==> config.mk <==
export PLATFORM = sky130hd
export DESIGN_NAME = first_fit_block_allocator
export DESIGN_NICKNAME = d
export VERILOG_FILES = /design/src/sv/ffba_pkg.sv /design/src/sv/ffba_table.sv /design/src/sv/first_fit_block_allocator.sv
export SDC_FILE = /design/constraint.sdc
export NUM_CORES = 2
export LEC_CHECK = 0
export ABC_AREA = 1
export BUFFER_PORTS_ARGS = -buffer_cell sky130_fd_sc_hd__buf_2
export CAP_MARGIN = 15
export CORE_ASPECT_RATIO = 2
export CORE_MARGIN = 5
export CORE_UTILIZATION = 57
export CTS_BUF_LIST = sky130_fd_sc_hd__clkbuf_4
export DETAILED_ROUTE_END_ITERATION = 7
export PLACE_DENSITY = 0.73
export SKIP_LAST_GASP = 1
export SYNTH_ARGS = -nofsm -noshare
export SYNTH_HDL_FRONTEND = slang
export SYNTH_HIERARCHICAL = 1
export SYNTH_SLANG_ARGS = --single-unit
export TNS_END_PERCENT = 1
==> constraint.sdc <==
create_clock -name i_clk -period 8.7 [get_ports i_clk]
set_input_delay 1.305 -clock i_clk [delete_from_list [all_inputs] [get_ports i_clk]]
set_output_delay 1.305 -clock i_clk [all_outputs]
set_load 0.03 [all_outputs]
==> src/sv/ffba_pkg.sv <==
`timescale 1ns / 1ps
`default_nettype none
// ----------------------------------------------------------------------------
// ffba_pkg
// Shared constants of the first-fit block allocator.
// ----------------------------------------------------------------------------
package ffba_pkg;
    localparam int MAX_BLOCKS_DEF = 32;
    localparam int ADDR_BITS_DEF  = 16;

    localparam logic [2:0] ST_OK           = 3'd0;
    localparam logic [2:0] ST_NO_FIT       = 3'd1;
    localparam logic [2:0] ST_INVALID_FREE = 3'd2;
    localparam logic [2:0] ST_TABLE_FULL   = 3'd3;
    localparam logic [2:0] ST_ZERO_REQUEST = 3'd4;

    localparam logic ACT_ALLOC = 1'b0;
    localparam logic ACT_FREE  = 1'b1;
endpackage
`default_nettype wire

==> src/sv/ffba_table.sv <==
`timescale 1ns / 1ps
`default_nettype none
// ----------------------------------------------------------------------------
// ffba_table
// Block table memory: one write port, one read port, registered read data.
// An entry holds {used, size, offset}.
// ----------------------------------------------------------------------------
module ffba_table
    import ffba_pkg::*;
#(
    parameter int DEPTH = MAX_BLOCKS_DEF,
    parameter int WIDTH = 34
) (
    input  wire logic                     i_clk,
    input  wire logic                     i_we,
    input  wire logic [$clog2(DEPTH)-1:0] i_waddr,
    input  wire logic [WIDTH-1:0]         i_wdata,
    input  wire logic [$clog2(DEPTH)-1:0] i_raddr,
    output logic      [WIDTH-1:0]         o_rdata
);
    logic [WIDTH-1:0] r_mem [DEPTH];

    always_ff @(posedge i_clk) begin
        if (i_we) begin
            r_mem[i_waddr] <= i_wdata;
        end
        o_rdata <= r_mem[i_raddr];
    end
endmodule
`default_nettype wire

==> src/sv/first_fit_block_allocator.sv <==
`timescale 1ns / 1ps
`default_nettype none
// ----------------------------------------------------------------------------
// first_fit_block_allocator
// First-fit allocator with coalescing over an address-ordered block table.
// ----------------------------------------------------------------------------
// Usage: requests enter on the s_axis channel (tuser = action, tdata =
// request_bytes, then free_offset, from bit 0 up). Each request yields one
// result item on m_axis (tdata = block_offset, then status, from bit 0 up).
// One request at a time: the table, kept in a memory with one registered read
// port, is scanned one entry per cycle after an initial read start. An exact
// fit is marked used in place; a larger hit is split, moving later entries
// up, and a free merges with free neighbours, moving later entries down.
// A zero-byte allocate skips the scan and goes straight to the output
// state. The next request is taken only once the result has left.
// Reset, or a write of i_cfg_wdata, sets the table to one free block at
// offset 0 covering the pool; no clearing pass is needed since only the
// block count marks valid entries. When the receiver stalls the result is
// held in the output register and no new request is taken until it leaves.
// ----------------------------------------------------------------------------
module first_fit_block_allocator
    import ffba_pkg::*;
#(
    parameter int MAX_BLOCKS = MAX_BLOCKS_DEF
) (
    input  wire logic        i_clk,
    input  wire logic        i_rst_n,
    input  wire logic        i_cfg_we,
    input  wire logic [23:0] i_cfg_wdata,   // total_size[16:0]
    input  wire logic        s_axis_tvalid,
    output logic             s_axis_tready,
    input  wire logic [39:0] s_axis_tdata,  // request_bytes[16:0], free_offset[32:17]
    input  wire logic        s_axis_tuser,  // action
    output logic             m_axis_tvalid,
    input  wire logic        m_axis_tready,
    output logic [23:0]      m_axis_tdata   // block_offset[15:0], status[18:16]
);
    localparam int ADDR_BITS = ADDR_BITS_DEF;
    localparam int IW = $clog2(MAX_BLOCKS);
    localparam int CW = $clog2(MAX_BLOCKS + 1);
    localparam int SW = ADDR_BITS + 1;
    localparam int EW = 1 + SW + ADDR_BITS;
    localparam logic [SW-1:0] LIMIT = SW'(1) << ADDR_BITS;

    typedef enum logic [8:0] {
        S_IDLE  = 9'b000000001,
        S_SCAN  = 9'b000000010,
        S_SPLIT = 9'b000000100,
        S_MVUP  = 9'b000001000,
        S_NBR   = 9'b000010000,
        S_PREV  = 9'b000100000,
        S_MVDN  = 9'b001000000,
        S_FIX   = 9'b010000000,
        S_OUT   = 9'b100000000
    } t_state;

    t_state r_state;
    logic [CW-1:0] r_count;
    logic [IW-1:0] r_idx;       // scan index of the entry in flight
    logic [IW-1:0] r_hit;
    logic          r_rd_ok;     // read data valid for r_idx
    logic          r_act;
    logic [SW-1:0] r_req;
    logic [ADDR_BITS-1:0] r_foff;
    logic [EW-1:0] r_cur;       // the chosen entry
    logic [EW-1:0] r_newe;      // entry to insert / merged entry
    logic [IW-1:0] r_mv;        // move pointer
    logic          r_mv_ph;
    logic [1:0]    r_rm;        // entries to remove on merge
    logic [IW-1:0] r_rm_at;
    logic [ADDR_BITS-1:0] r_ooff;
    logic [2:0]    r_ost;
    logic          r_ovalid;
    logic          r_cfg_pend;
    logic [SW-1:0] r_total;

    logic          we;
    logic [IW-1:0] waddr, raddr;
    logic [EW-1:0] wdata, rdata;

    ffba_table #(.DEPTH(MAX_BLOCKS), .WIDTH(EW)) u_table (
        .i_clk(i_clk), .i_we(we), .i_waddr(waddr), .i_wdata(wdata),
        .i_raddr(raddr), .o_rdata(rdata)
    );

    logic          rd_used;
    logic [SW-1:0] rd_size;
    logic [ADDR_BITS-1:0] rd_off;
    assign rd_used = rdata[EW-1];
    assign rd_size = rdata[EW-2 -: SW];
    assign rd_off  = rdata[ADDR_BITS-1:0];

    logic [16:0] cfg_v;
    logic [SW-1:0] cfg_clamped;
    assign cfg_v = i_cfg_wdata[16:0];
    always_comb begin
        if (cfg_v == 17'd0) begin
            cfg_clamped = SW'(1);
        end else if ({15'd0, cfg_v} > {{(32-SW){1'b0}}, LIMIT}) begin
            cfg_clamped = LIMIT;
        end else begin
            cfg_clamped = SW'(cfg_v);
        end
    end

    logic [CW-1:0] idx_ext;
    logic          last_idx;
    logic          match;
    assign idx_ext  = CW'(r_idx);
    assign last_idx = (idx_ext + CW'(1) >= r_count);
    assign match = (r_act == ACT_ALLOC) ? (!rd_used && rd_size >= r_req)
                                        : (rd_used && rd_off == r_foff);

    assign s_axis_tready = (r_state == S_IDLE) && !r_ovalid && !r_cfg_pend;
    assign m_axis_tvalid = r_ovalid;
    assign m_axis_tdata  = {5'd0, r_ost, 16'(r_ooff)};

    // Merge tracking read at the neighbor steps.
    logic r_next_free;

    always_comb begin
        we = 1'b0;
        waddr = r_idx;
        wdata = r_newe;
        raddr = r_idx;
        case (r_state)
            S_IDLE:  raddr = '0;
            S_SCAN:  raddr = r_rd_ok ? IW'(r_idx + IW'(1)) : r_idx;
            S_MVUP:  raddr = r_mv;
            S_NBR:   raddr = IW'(r_hit + IW'(1));
            S_PREV:  raddr = IW'(r_hit - IW'(1));
            S_MVDN:  raddr = IW'(r_mv + IW'(r_rm));
            default: raddr = r_idx;
        endcase
        if (r_cfg_pend) begin
            we = 1'b1;
            waddr = '0;
            wdata = {1'b0, r_total, {ADDR_BITS{1'b0}}};
        end else begin
            case (r_state)
                S_SPLIT: begin
                    we = 1'b1;
                    waddr = r_hit;
                    wdata = {1'b1, r_req, r_cur[ADDR_BITS-1:0]};
                end
                S_MVUP: if (r_mv_ph) begin
                    we = 1'b1;
                    waddr = IW'(r_mv + IW'(1));
                    wdata = rdata;
                end
                S_MVDN: if (r_mv_ph) begin
                    we = 1'b1;
                    waddr = r_mv;
                    wdata = rdata;
                end
                S_FIX: begin
                    we = 1'b1;
                    waddr = r_rm_at;
                    wdata = r_newe;
                end
                default: ;
            endcase
        end
    end

    always_ff @(posedge i_clk) begin
        if (!i_rst_n) begin
            r_state <= S_IDLE;
            r_count <= CW'(1);
            r_ovalid <= 1'b0;
            r_cfg_pend <= 1'b1;
            r_total <= LIMIT;
            r_rd_ok <= 1'b0;
            r_mv_ph <= 1'b0;
        end else begin
            if (r_ovalid && m_axis_tready) r_ovalid <= 1'b0;
            if (i_cfg_we) begin
                r_total <= cfg_clamped;
                r_cfg_pend <= 1'b1;
                r_count <= CW'(1);
            end else if (r_cfg_pend) begin
                r_cfg_pend <= 1'b0;
            end
            case (r_state)
                S_IDLE: if (s_axis_tvalid && s_axis_tready) begin
                    r_act  <= s_axis_tuser;
                    r_req  <= SW'(s_axis_tdata[16:0]);
                    r_foff <= ADDR_BITS'(s_axis_tdata[32:17]);
                    r_idx  <= '0;
                    r_rd_ok <= 1'b0;
                    if (s_axis_tuser == ACT_ALLOC && s_axis_tdata[16:0] == 17'd0) begin
                        r_ost <= ST_ZERO_REQUEST;
                        r_ooff <= '0;
                        r_state <= S_OUT;
                    end else begin
                        r_state <= S_SCAN;
                    end
                end
                S_SCAN: begin
                    if (!r_rd_ok) begin
                        r_rd_ok <= 1'b1;
                    end else if (match) begin
                        r_hit <= r_idx;
                        r_cur <= rdata;
                        r_rd_ok <= 1'b0;
                        if (r_act == ACT_ALLOC) begin
                            if (rd_size == r_req) begin
                                r_ooff <= rd_off;
                                r_newe <= {1'b1, rd_size, rd_off};
                                r_rm_at <= r_idx;
                                r_ost <= ST_OK;
                                r_state <= S_FIX;
                            end else if (r_count >= CW'(MAX_BLOCKS)) begin
                                r_ost <= ST_TABLE_FULL;
                                r_ooff <= '0;
                                r_state <= S_OUT;
                            end else begin
                                r_ooff <= rd_off;
                                r_state <= S_SPLIT;
                            end
                        end else begin
                            r_ooff <= '0;
                            r_ost <= ST_OK;
                            r_state <= S_NBR;
                        end
                    end else if (last_idx) begin
                        r_ost <= (r_act == ACT_ALLOC) ? ST_NO_FIT : ST_INVALID_FREE;
                        r_ooff <= '0;
                        r_state <= S_OUT;
                    end else begin
                        r_idx <= IW'(r_idx + IW'(1));
                    end
                end
                S_SPLIT: begin
                    // Remainder goes in at r_hit+1; shift the tail up first.
                    r_newe <= {1'b0, SW'(r_cur[EW-2 -: SW] - r_req),
                               ADDR_BITS'(r_cur[ADDR_BITS-1:0] + ADDR_BITS'(r_req))};
                    r_rm_at <= IW'(r_hit + IW'(1));
                    r_ost <= ST_OK;
                    r_mv <= IW'(r_count - CW'(1));
                    r_mv_ph <= 1'b0;
                    r_state <= (IW'(r_count - CW'(1)) == r_hit) ? S_FIX : S_MVUP;
                end
                S_MVUP: begin
                    if (!r_mv_ph) begin
                        r_mv_ph <= 1'b1;
                    end else begin
                        r_mv_ph <= 1'b0;
                        if (IW'(r_mv - IW'(1)) == r_hit) begin
                            r_state <= S_FIX;
                        end else begin
                            r_mv <= IW'(r_mv - IW'(1));
                        end
                    end
                end
                S_NBR: begin
                    // Read of the next entry issued; decide next cycle.
                    r_state <= S_PREV;
                    r_rm <= '0;
                end
                S_PREV: begin
                    logic has_next;
                    logic [SW-1:0] sz;
                    has_next = (CW'(r_hit) + CW'(1) < r_count);
                    sz = r_cur[EW-2 -: SW];
                    r_next_free <= has_next && !rd_used;
                    if (has_next && !rd_used) begin
                        r_cur <= {1'b0, SW'(sz + rd_size), r_cur[ADDR_BITS-1:0]};
                    end else begin
                        r_cur <= {1'b0, sz, r_cur[ADDR_BITS-1:0]};
                    end
                    r_state <= S_MVDN;
                    r_mv_ph <= 1'b0;
                    r_rm <= 2'd3;   // marks "previous not yet seen"
                end
                S_MVDN: begin
                    if (r_rm == 2'd3) begin
                        // rdata is the previous entry now.
                        logic prev_free;
                        logic [1:0] n_rm;
                        prev_free = (r_hit != '0) && !rd_used;
                        n_rm = 2'(r_next_free) + 2'(prev_free);
                        if (prev_free) begin
                            r_newe <= {1'b0, SW'(rd_size + r_cur[EW-2 -: SW]),
                                       rd_off};
                            r_rm_at <= IW'(r_hit - IW'(1));
                            r_mv <= r_hit;
                        end else begin
                            r_newe <= r_cur;
                            r_rm_at <= r_hit;
                            r_mv <= IW'(r_hit + IW'(1));
                        end
                        r_rm <= n_rm;
                        r_count <= r_count - CW'(n_rm);
                        if (n_rm == 2'd0 ||
                            CW'(prev_free ? r_hit : IW'(r_hit + IW'(1))) + CW'(n_rm)
                                >= r_count) begin
                            r_state <= S_FIX;
                        end
                    end else if (!r_mv_ph) begin
                        r_mv_ph <= 1'b1;
                    end else begin
                        r_mv_ph <= 1'b0;
                        if (CW'(r_mv) + CW'(1) + CW'(r_rm) >= r_count + CW'(r_rm)) begin
                            r_state <= S_FIX;
                        end else begin
                            r_mv <= IW'(r_mv + IW'(1));
                        end
                    end
                end
                S_FIX: begin
                    if (r_act == ACT_ALLOC && r_rm_at != r_hit) begin
                        r_count <= r_count + CW'(1);
                    end
                    r_state <= S_OUT;
                end
                S_OUT: if (!r_ovalid) begin
                    r_ovalid <= 1'b1;
                    r_state <= S_IDLE;
                end
                default: r_state <= S_IDLE;
            endcase
        end
    end

    ap_count_range: assert property (@(posedge i_clk) disable iff (!i_rst_n)
        r_count >= CW'(1) && r_count <= CW'(MAX_BLOCKS))
        else $error("block count out of range");
    ap_no_take_busy: assert property (@(posedge i_clk) disable iff (!i_rst_n)
        s_axis_tready |-> !r_ovalid && r_state == S_IDLE)
        else $error("request taken while busy");
    ap_out_once: assert property (@(posedge i_clk) disable iff (!i_rst_n)
        (r_state == S_OUT && !r_ovalid) |=> r_ovalid)
        else $error("result not presented");
endmodule
`default_nettype wire

# Yosys cells after proc, flatten, opt, wreduce, memory -nomap -nowiden
# Memories as Yosys holds them, arrays and structs flattened. A register that Yosys moved wholly into a read port is not among the register bits.
# Index checks and enable logic that the tools add are counted.
# op_classes
addsub	19
n_mul	0
div_mod_pow	0
magnitude_cmp	7
eq_ne	36
n_shift	0
n_mux	101
bitwise_logic	3
n_reduce_logical	43
# op_table
op	count
34-bit two-way mux	10
34-bit one-hot mux with 2 select lines	2
9-bit two-way mux	15
16-bit two-way mux	8
5-bit two-way mux	21
34-bit one-hot mux with 3 select lines	1
9-bit one-hot mux with 9 select lines	1
17-bit zero test	2
17-bit two-way mux	2
33-bit two-way mux	1
16-bit one-hot mux with 2 select lines	1
5-bit one-hot mux with 3 select lines	2
5-bit one-hot mux with 6 select lines	1
2-bit != test, second input constant	13
3-bit two-way mux	8
5-bit one-hot mux with 4 select lines	1
5-bit by 1-bit adder with 6-bit output, second input constant	3
6-bit greater-or-equal comparator	3
6-bit two-way mux	3
6-bit AND reduction	3
17-bit adder	1
17-bit equality test	1
17-bit greater-or-equal comparator	1
17-bit > comparator, second input constant	1
52 further kinds	104
# totals
regBits	180
latch_bits	0
mem_bits_rw	1088
mem_bits_ro	0
input_bits	70
out_inout_bits	26
word_cells	232
mem_count	1
# mem_list
memory	depth	width	read_ports	rd_ports_with_merged_regs	wr	line_no	text
u_table.r_mem	32	34	1	1	1	ffba_table.sv:21	logic [WIDTH-1:0] r_mem [DEPTH];

# Depth between registers and ports, before layout
# logic_depth
ltp_word	9
mapped_depth	29
ltp_nobuf	28

# By module
# The synthesis kept the hierarchy.
# modules_own_cells
mod	instances	cells_per_inst	area_each_um2	seq_area_each_um2
ffba_table	1	3754	44662.8	33352.0
first_fit_block_allocator	1	1728	13823.3	5044.8

# Worst setup path before layout
# No wires, ideal clock.
# synth_timing
kind	input to register
startpoint	in i_rst_n
endpoint	reg r_newe[0] (enable)
arrival_time_ns	3.380
required_time_ns	8.264
slack_ns	4.884
path_stages	5
n_path_buf	1
path_cell_list	clkbuf_1 -> nand2_1 -> inv_1 -> nand2_1 -> nor2_1
# synth_via
elab_chain_len	1
# synth_lines
element	line_no	text
from (decl)	first_fit_block_allocator.sv:27	input wire logic i_rst_n,
7-bit AND reduction (no line)	--	
to (signal assigned)	first_fit_block_allocator.sv:209	r_newe <= {1'b1, rd_size, rd_off};
to (signal assigned)	first_fit_block_allocator.sv:236	r_newe <= {1'b0, SW'(r_cur[EW-2 -: SW] - r_req),
to (signal assigned)	first_fit_block_allocator.sv:284	r_newe <= {1'b0, SW'(rd_size + r_cur[EW-2 -: SW]),
to (decl)	first_fit_block_allocator.sv:66	logic [EW-1:0] r_newe;
# Every way passes these cells.
# A chain may end at the register's enable or synchronous reset.

# Worst setup path in the final report
# layout_timing
startpoint	reg r_state[1]
endpoint	reg u_table.o_rdata[9], read port of u_table.r_mem
# layout_via
elab_chain_len	2
# layout_lines
element	line_no	text
from (decl)	first_fit_block_allocator.sv:57	t_state r_state;
from (signal assigned)	first_fit_block_allocator.sv:242	r_state <= (IW'(r_count - CW'(1)) == r_hit) ? S_FIX : S_MVUP;
9-bit by 7-bit equality test with 1-bit output, or another cell as far along	first_fit_block_allocator.sv:126	case (r_state)
5-bit one-hot mux with 6 select lines *	first_fit_block_allocator.sv:126	
named net raddr[0]	first_fit_block_allocator.sv:78	logic [IW-1:0] waddr, raddr;
to (decl)	ffba_table.sv:19	output logic [WIDTH-1:0] o_rdata
# Mark *: on every way through the listed nets, which the timed path passes. The rest lies on a longest branch.

==> metrics.md <==
| Metric | Value |
|---|---|
| Status | finished with violations |
| Failing checks | DRC |
| Mean post-synth cell area | 10.7 um2 |
| Crit end category | flip-flop |
| Final Skew | 80.4 ps |
| Antenna violations before repair | 6 |
| Startpoint type of the worst setup path | flip-flop |
| Overall routing resource usage | 30.7% |
| Mux contribution to synthesized area | 0% |
| Normalized max-slew margin | 14.0% |
| Vias | between 40000 and 50000 |
| CTS tree | done |
| Grt total ovfl | 0 |
| IO Count | 96 |
| HPWL after DPL | 103 mm |
| Seq/Total Area, Yosys | 65.7% |
| Area growth syn-to-layout | 9.19% |
| Kind of critical path | flip-flop to flip-flop |
| Clock tree buffer depth | 4 |
| Total core area | 0.102 mm2 |
| Post_cts resized | 0 |
| Final Critical Period | 5990 ps |
| Critical path required time | 9750 ps |
| Post-synth ARST share | 0% |
| Root Buffer | clkbuf_4 |
| Critical path's slowest cell | buf_4 |
| First-pass GRT wire length | 253 mm |
| Row count | 166 |
| Maxcap violations | 0 |
| Setup Fix Bufs, Post-CTS | 0 |
| Min-Delay Path Class | primary input to flip-flop |
| Die footprint | 0.110 mm2 |
| Die height | 463 um |
| RSZ-0062 raised after global routing | false |
| Area fraction in compound gates after synthesis | 3.78% |
| Clock latency at the later pin of the worst-skew pair | between 1000 and 1500 ps |
| CTS sink cnt | 1302 |
| Largest family of logic cells by synthesized area | simple AND/OR/NAND/NOR gates |
| Die Span X | 237 um |
| I/O Buffers | 76 |
| Largest net degree at the start of global routing | 187 |
| Highest Clock Rate | 167 MHz |
| Max VDD drop | 0.172 mV |
| Main synth FF type | edfxtp_1 |
| DP Area | 0.0603 mm2 |
| CTS clk-pin slew, worst paths | 70 ps |
| Sum Neg Setup Slack | 0 ps |
| Simple-gate share of the synthesized area | 23.0% |
| #FFs+latches synth | 1302 |
| Post-synth EDFFs | 1232 |
| CP Cell Sequence | inv_2, nand2_1, inv_2, nand2_2, inv_1, nand3_2, buf_4, nand2_1, nor3_1, a21oi_1, buf_4, o221ai_4, buf_12, buf_4, buf_4, nand2_1, nand3_1, nand3_1, nand2_1, nand2_1, nand2_1, nand2_1, nand2_1 |
| Count of final setup violators | 0 |
| Slowest stage delay, CP | roughly 850 ps |
| Total power | 17.4 mW |
| Syn Inst Count | 5482 |
| CP Max Fanout | between 150 and 200 |
| Residual DRC | 1 |
| XOR/XNOR Fraction of Synth Area | 0.988% |
| Design Area, Final | roughly 0.064 mm2 |
| Post-route ant nets | 0 |
| WL final | 172 mm |
| Worst slew pin tran | 1290 ps |
| # H-tree levels | 5 |
| Layout net count | 5847 |
| Initial Utilization | 57.2% |
| Initial DRC Count | roughly 4800 |
| Yosys warns | 6 |
| DR WL/cell | 23.9 um |
| Commonest cells after routing, fill and taps aside | nand2_1 (1900), edfxtp_1 (1232), nand3_1 (913), clkbuf_4 (420), inv_1 (200) |
| CP arrival | 7050 ps |
| Cts-stage hold buffer count | 0 |
| Leakage power | 24.5 nW |
| Count of final hold-check violations | 0 |
| Synth Area in Adders | roughly 2.5% |
| Placer Congestion | 0.971 |
| Crit-path most repeated cell | nand2_1 |
| Layout cells sized above 1 | 13.4% |
| Vias in the first global route | 42800 |
| Number of CTS-inserted buffers | 290 |
| Fin crit share | 68.9% |
| DR vias/cell | around 6 |
| 1st-pass router iterations | 8 |
| Post-synth cell types | 66 |
| Synthesized area | around 0.058 mm2 |
| Commonest non-fill, non-tap cell in the layout | nand2_1 |
| Pwr Density | 273 mW/mm2 |
| Fin. max-slew vios | 0 |
==> critical path: cells and delay by family (launching register included) <==
kind,cells,cell delay (ps)
and+or+nand+nor,13,1670
DFF,1,410
buffers and inverters,8,3190
AOI/OAI and AO/OA,2,280
==> synthesized netlist by cell type, types with 3 or more instances <==
cell type,count,area (um2)
a211oi_1,5,37.5
dfxtp_1,70,1400
nor4_1,10,62.6
o22ai_1,19,119
nand2_4,3,33.8
nor2_8,3,60.1
o211ai_1,17,128
o2111ai_1,13,114
a41oi_2,7,114
clkbuf_1,71,267
o21a_1,5,37.5
o21ai_0,77,385
nor2_4,5,56.3
o31ai_1,4,30.0
nand2_2,16,100
a21oi_1,121,606
xor2_1,44,385
buf_4,31,233
nor2_2,4,25.0
buf_2,144,721
a221oi_1,8,70.1
a22oi_1,4,30.0
nand3b_1,6,45.0
fa_1,7,140
nor3_2,13,130
buf_1,31,116
or2_2,12,75.1
xnor2_1,22,193
a221o_1,5,50.1
a31oi_1,17,106
o21bai_1,8,60.1
a21o_1,4,30.0
inv_2,21,78.8
edfxtp_1,1232,37000
clkinv_1,4,15.0
nor2_1,173,649
nand3_2,5,50.1
ha_1,104,1300
o221ai_1,21,184
buf_6,17,191
nand3_1,913,4570
inv_1,201,754
nor3_1,25,125
nand4_1,33,206
nand2_1,1900,7130
==> report_power, final <==
| group | total [mW] | internal [mW] | switching (mW) |
|---|---|---|---|
| registers | 7.35 | 7.12 | 0.230 |
| logic | 5.50 | 1.54 | 3.96 |
| clock network | 4.56 | 2.27 | 2.29 |
| total | 17.4 | 10.9 | 6.49 |
==> path summary, 6_finish.rpt <==
path	startpoint	end	depth (start not counted)	slack (ps)
min	s_axis_tdata[32]	r_foff[15]	1	260
min reg2reg	r_total[5]	r_total[5]	2	470
max	r_state[1]	u_table/o_rdata[9]	23	2710
max reg2reg	r_state[1]	u_table/o_rdata[9]	23	2710
==> metrics by stage <==
step                util, %  std cells  setup WS [ps]  hold slack, ps
detailed placement     59.1       6715           2920             464
global placement       59.1       6715           2930             458
CTS                    62.4       7196           2890             161
floorplan                 -       5486           4880             424
global route           62.5       7202           2330             189
finish                 62.5       7202           2710             264
==> routing by layer <==
layer  routed length (um)  share of wire (%)  track usage (%)
met1                55600                 32             32.7
met2                88200                 51             54.1
met3                13100                7.6             5.10
met4                15300                8.9             23.4
met5                   48              0.028                0
==> layout make-up <==
type | instances | area, um2
flip-flops and latches | 1302 | 38400
fillers | 8051 | 38300
multi-input cells | 3660 | 18200
clock buffers | 420 | 3150
well taps | 1344 | 1680
repair buffers | 184 | 1280
inverters | 228 | 882
clock inverters | 61 | 293
diodes | 3 | 7.51
==> cell families after synthesis <==
logic type,Yosys count
XOR/XNOR,66
AND/OR/NAND/NOR,3131
AO/OA/AOI/OAI,347
buffers and inverters,524
adder cells (fa/ha/maj),111
flip-flops,1302
other,1
==> registers in the layout, indices dropped and copies added (netlist names), 16 cells and up <==
| register | cells |
|---|---|
| r_cur | 34 |
| u_table/r_mem | 1088 |
| r_total | 17 |
| r_ooff | 16 |
| u_table/o_rdata | 34 |
| r_newe | 34 |
| r_req | 17 |
| r_foff | 16 |
(Power assumes the default switching activity.)
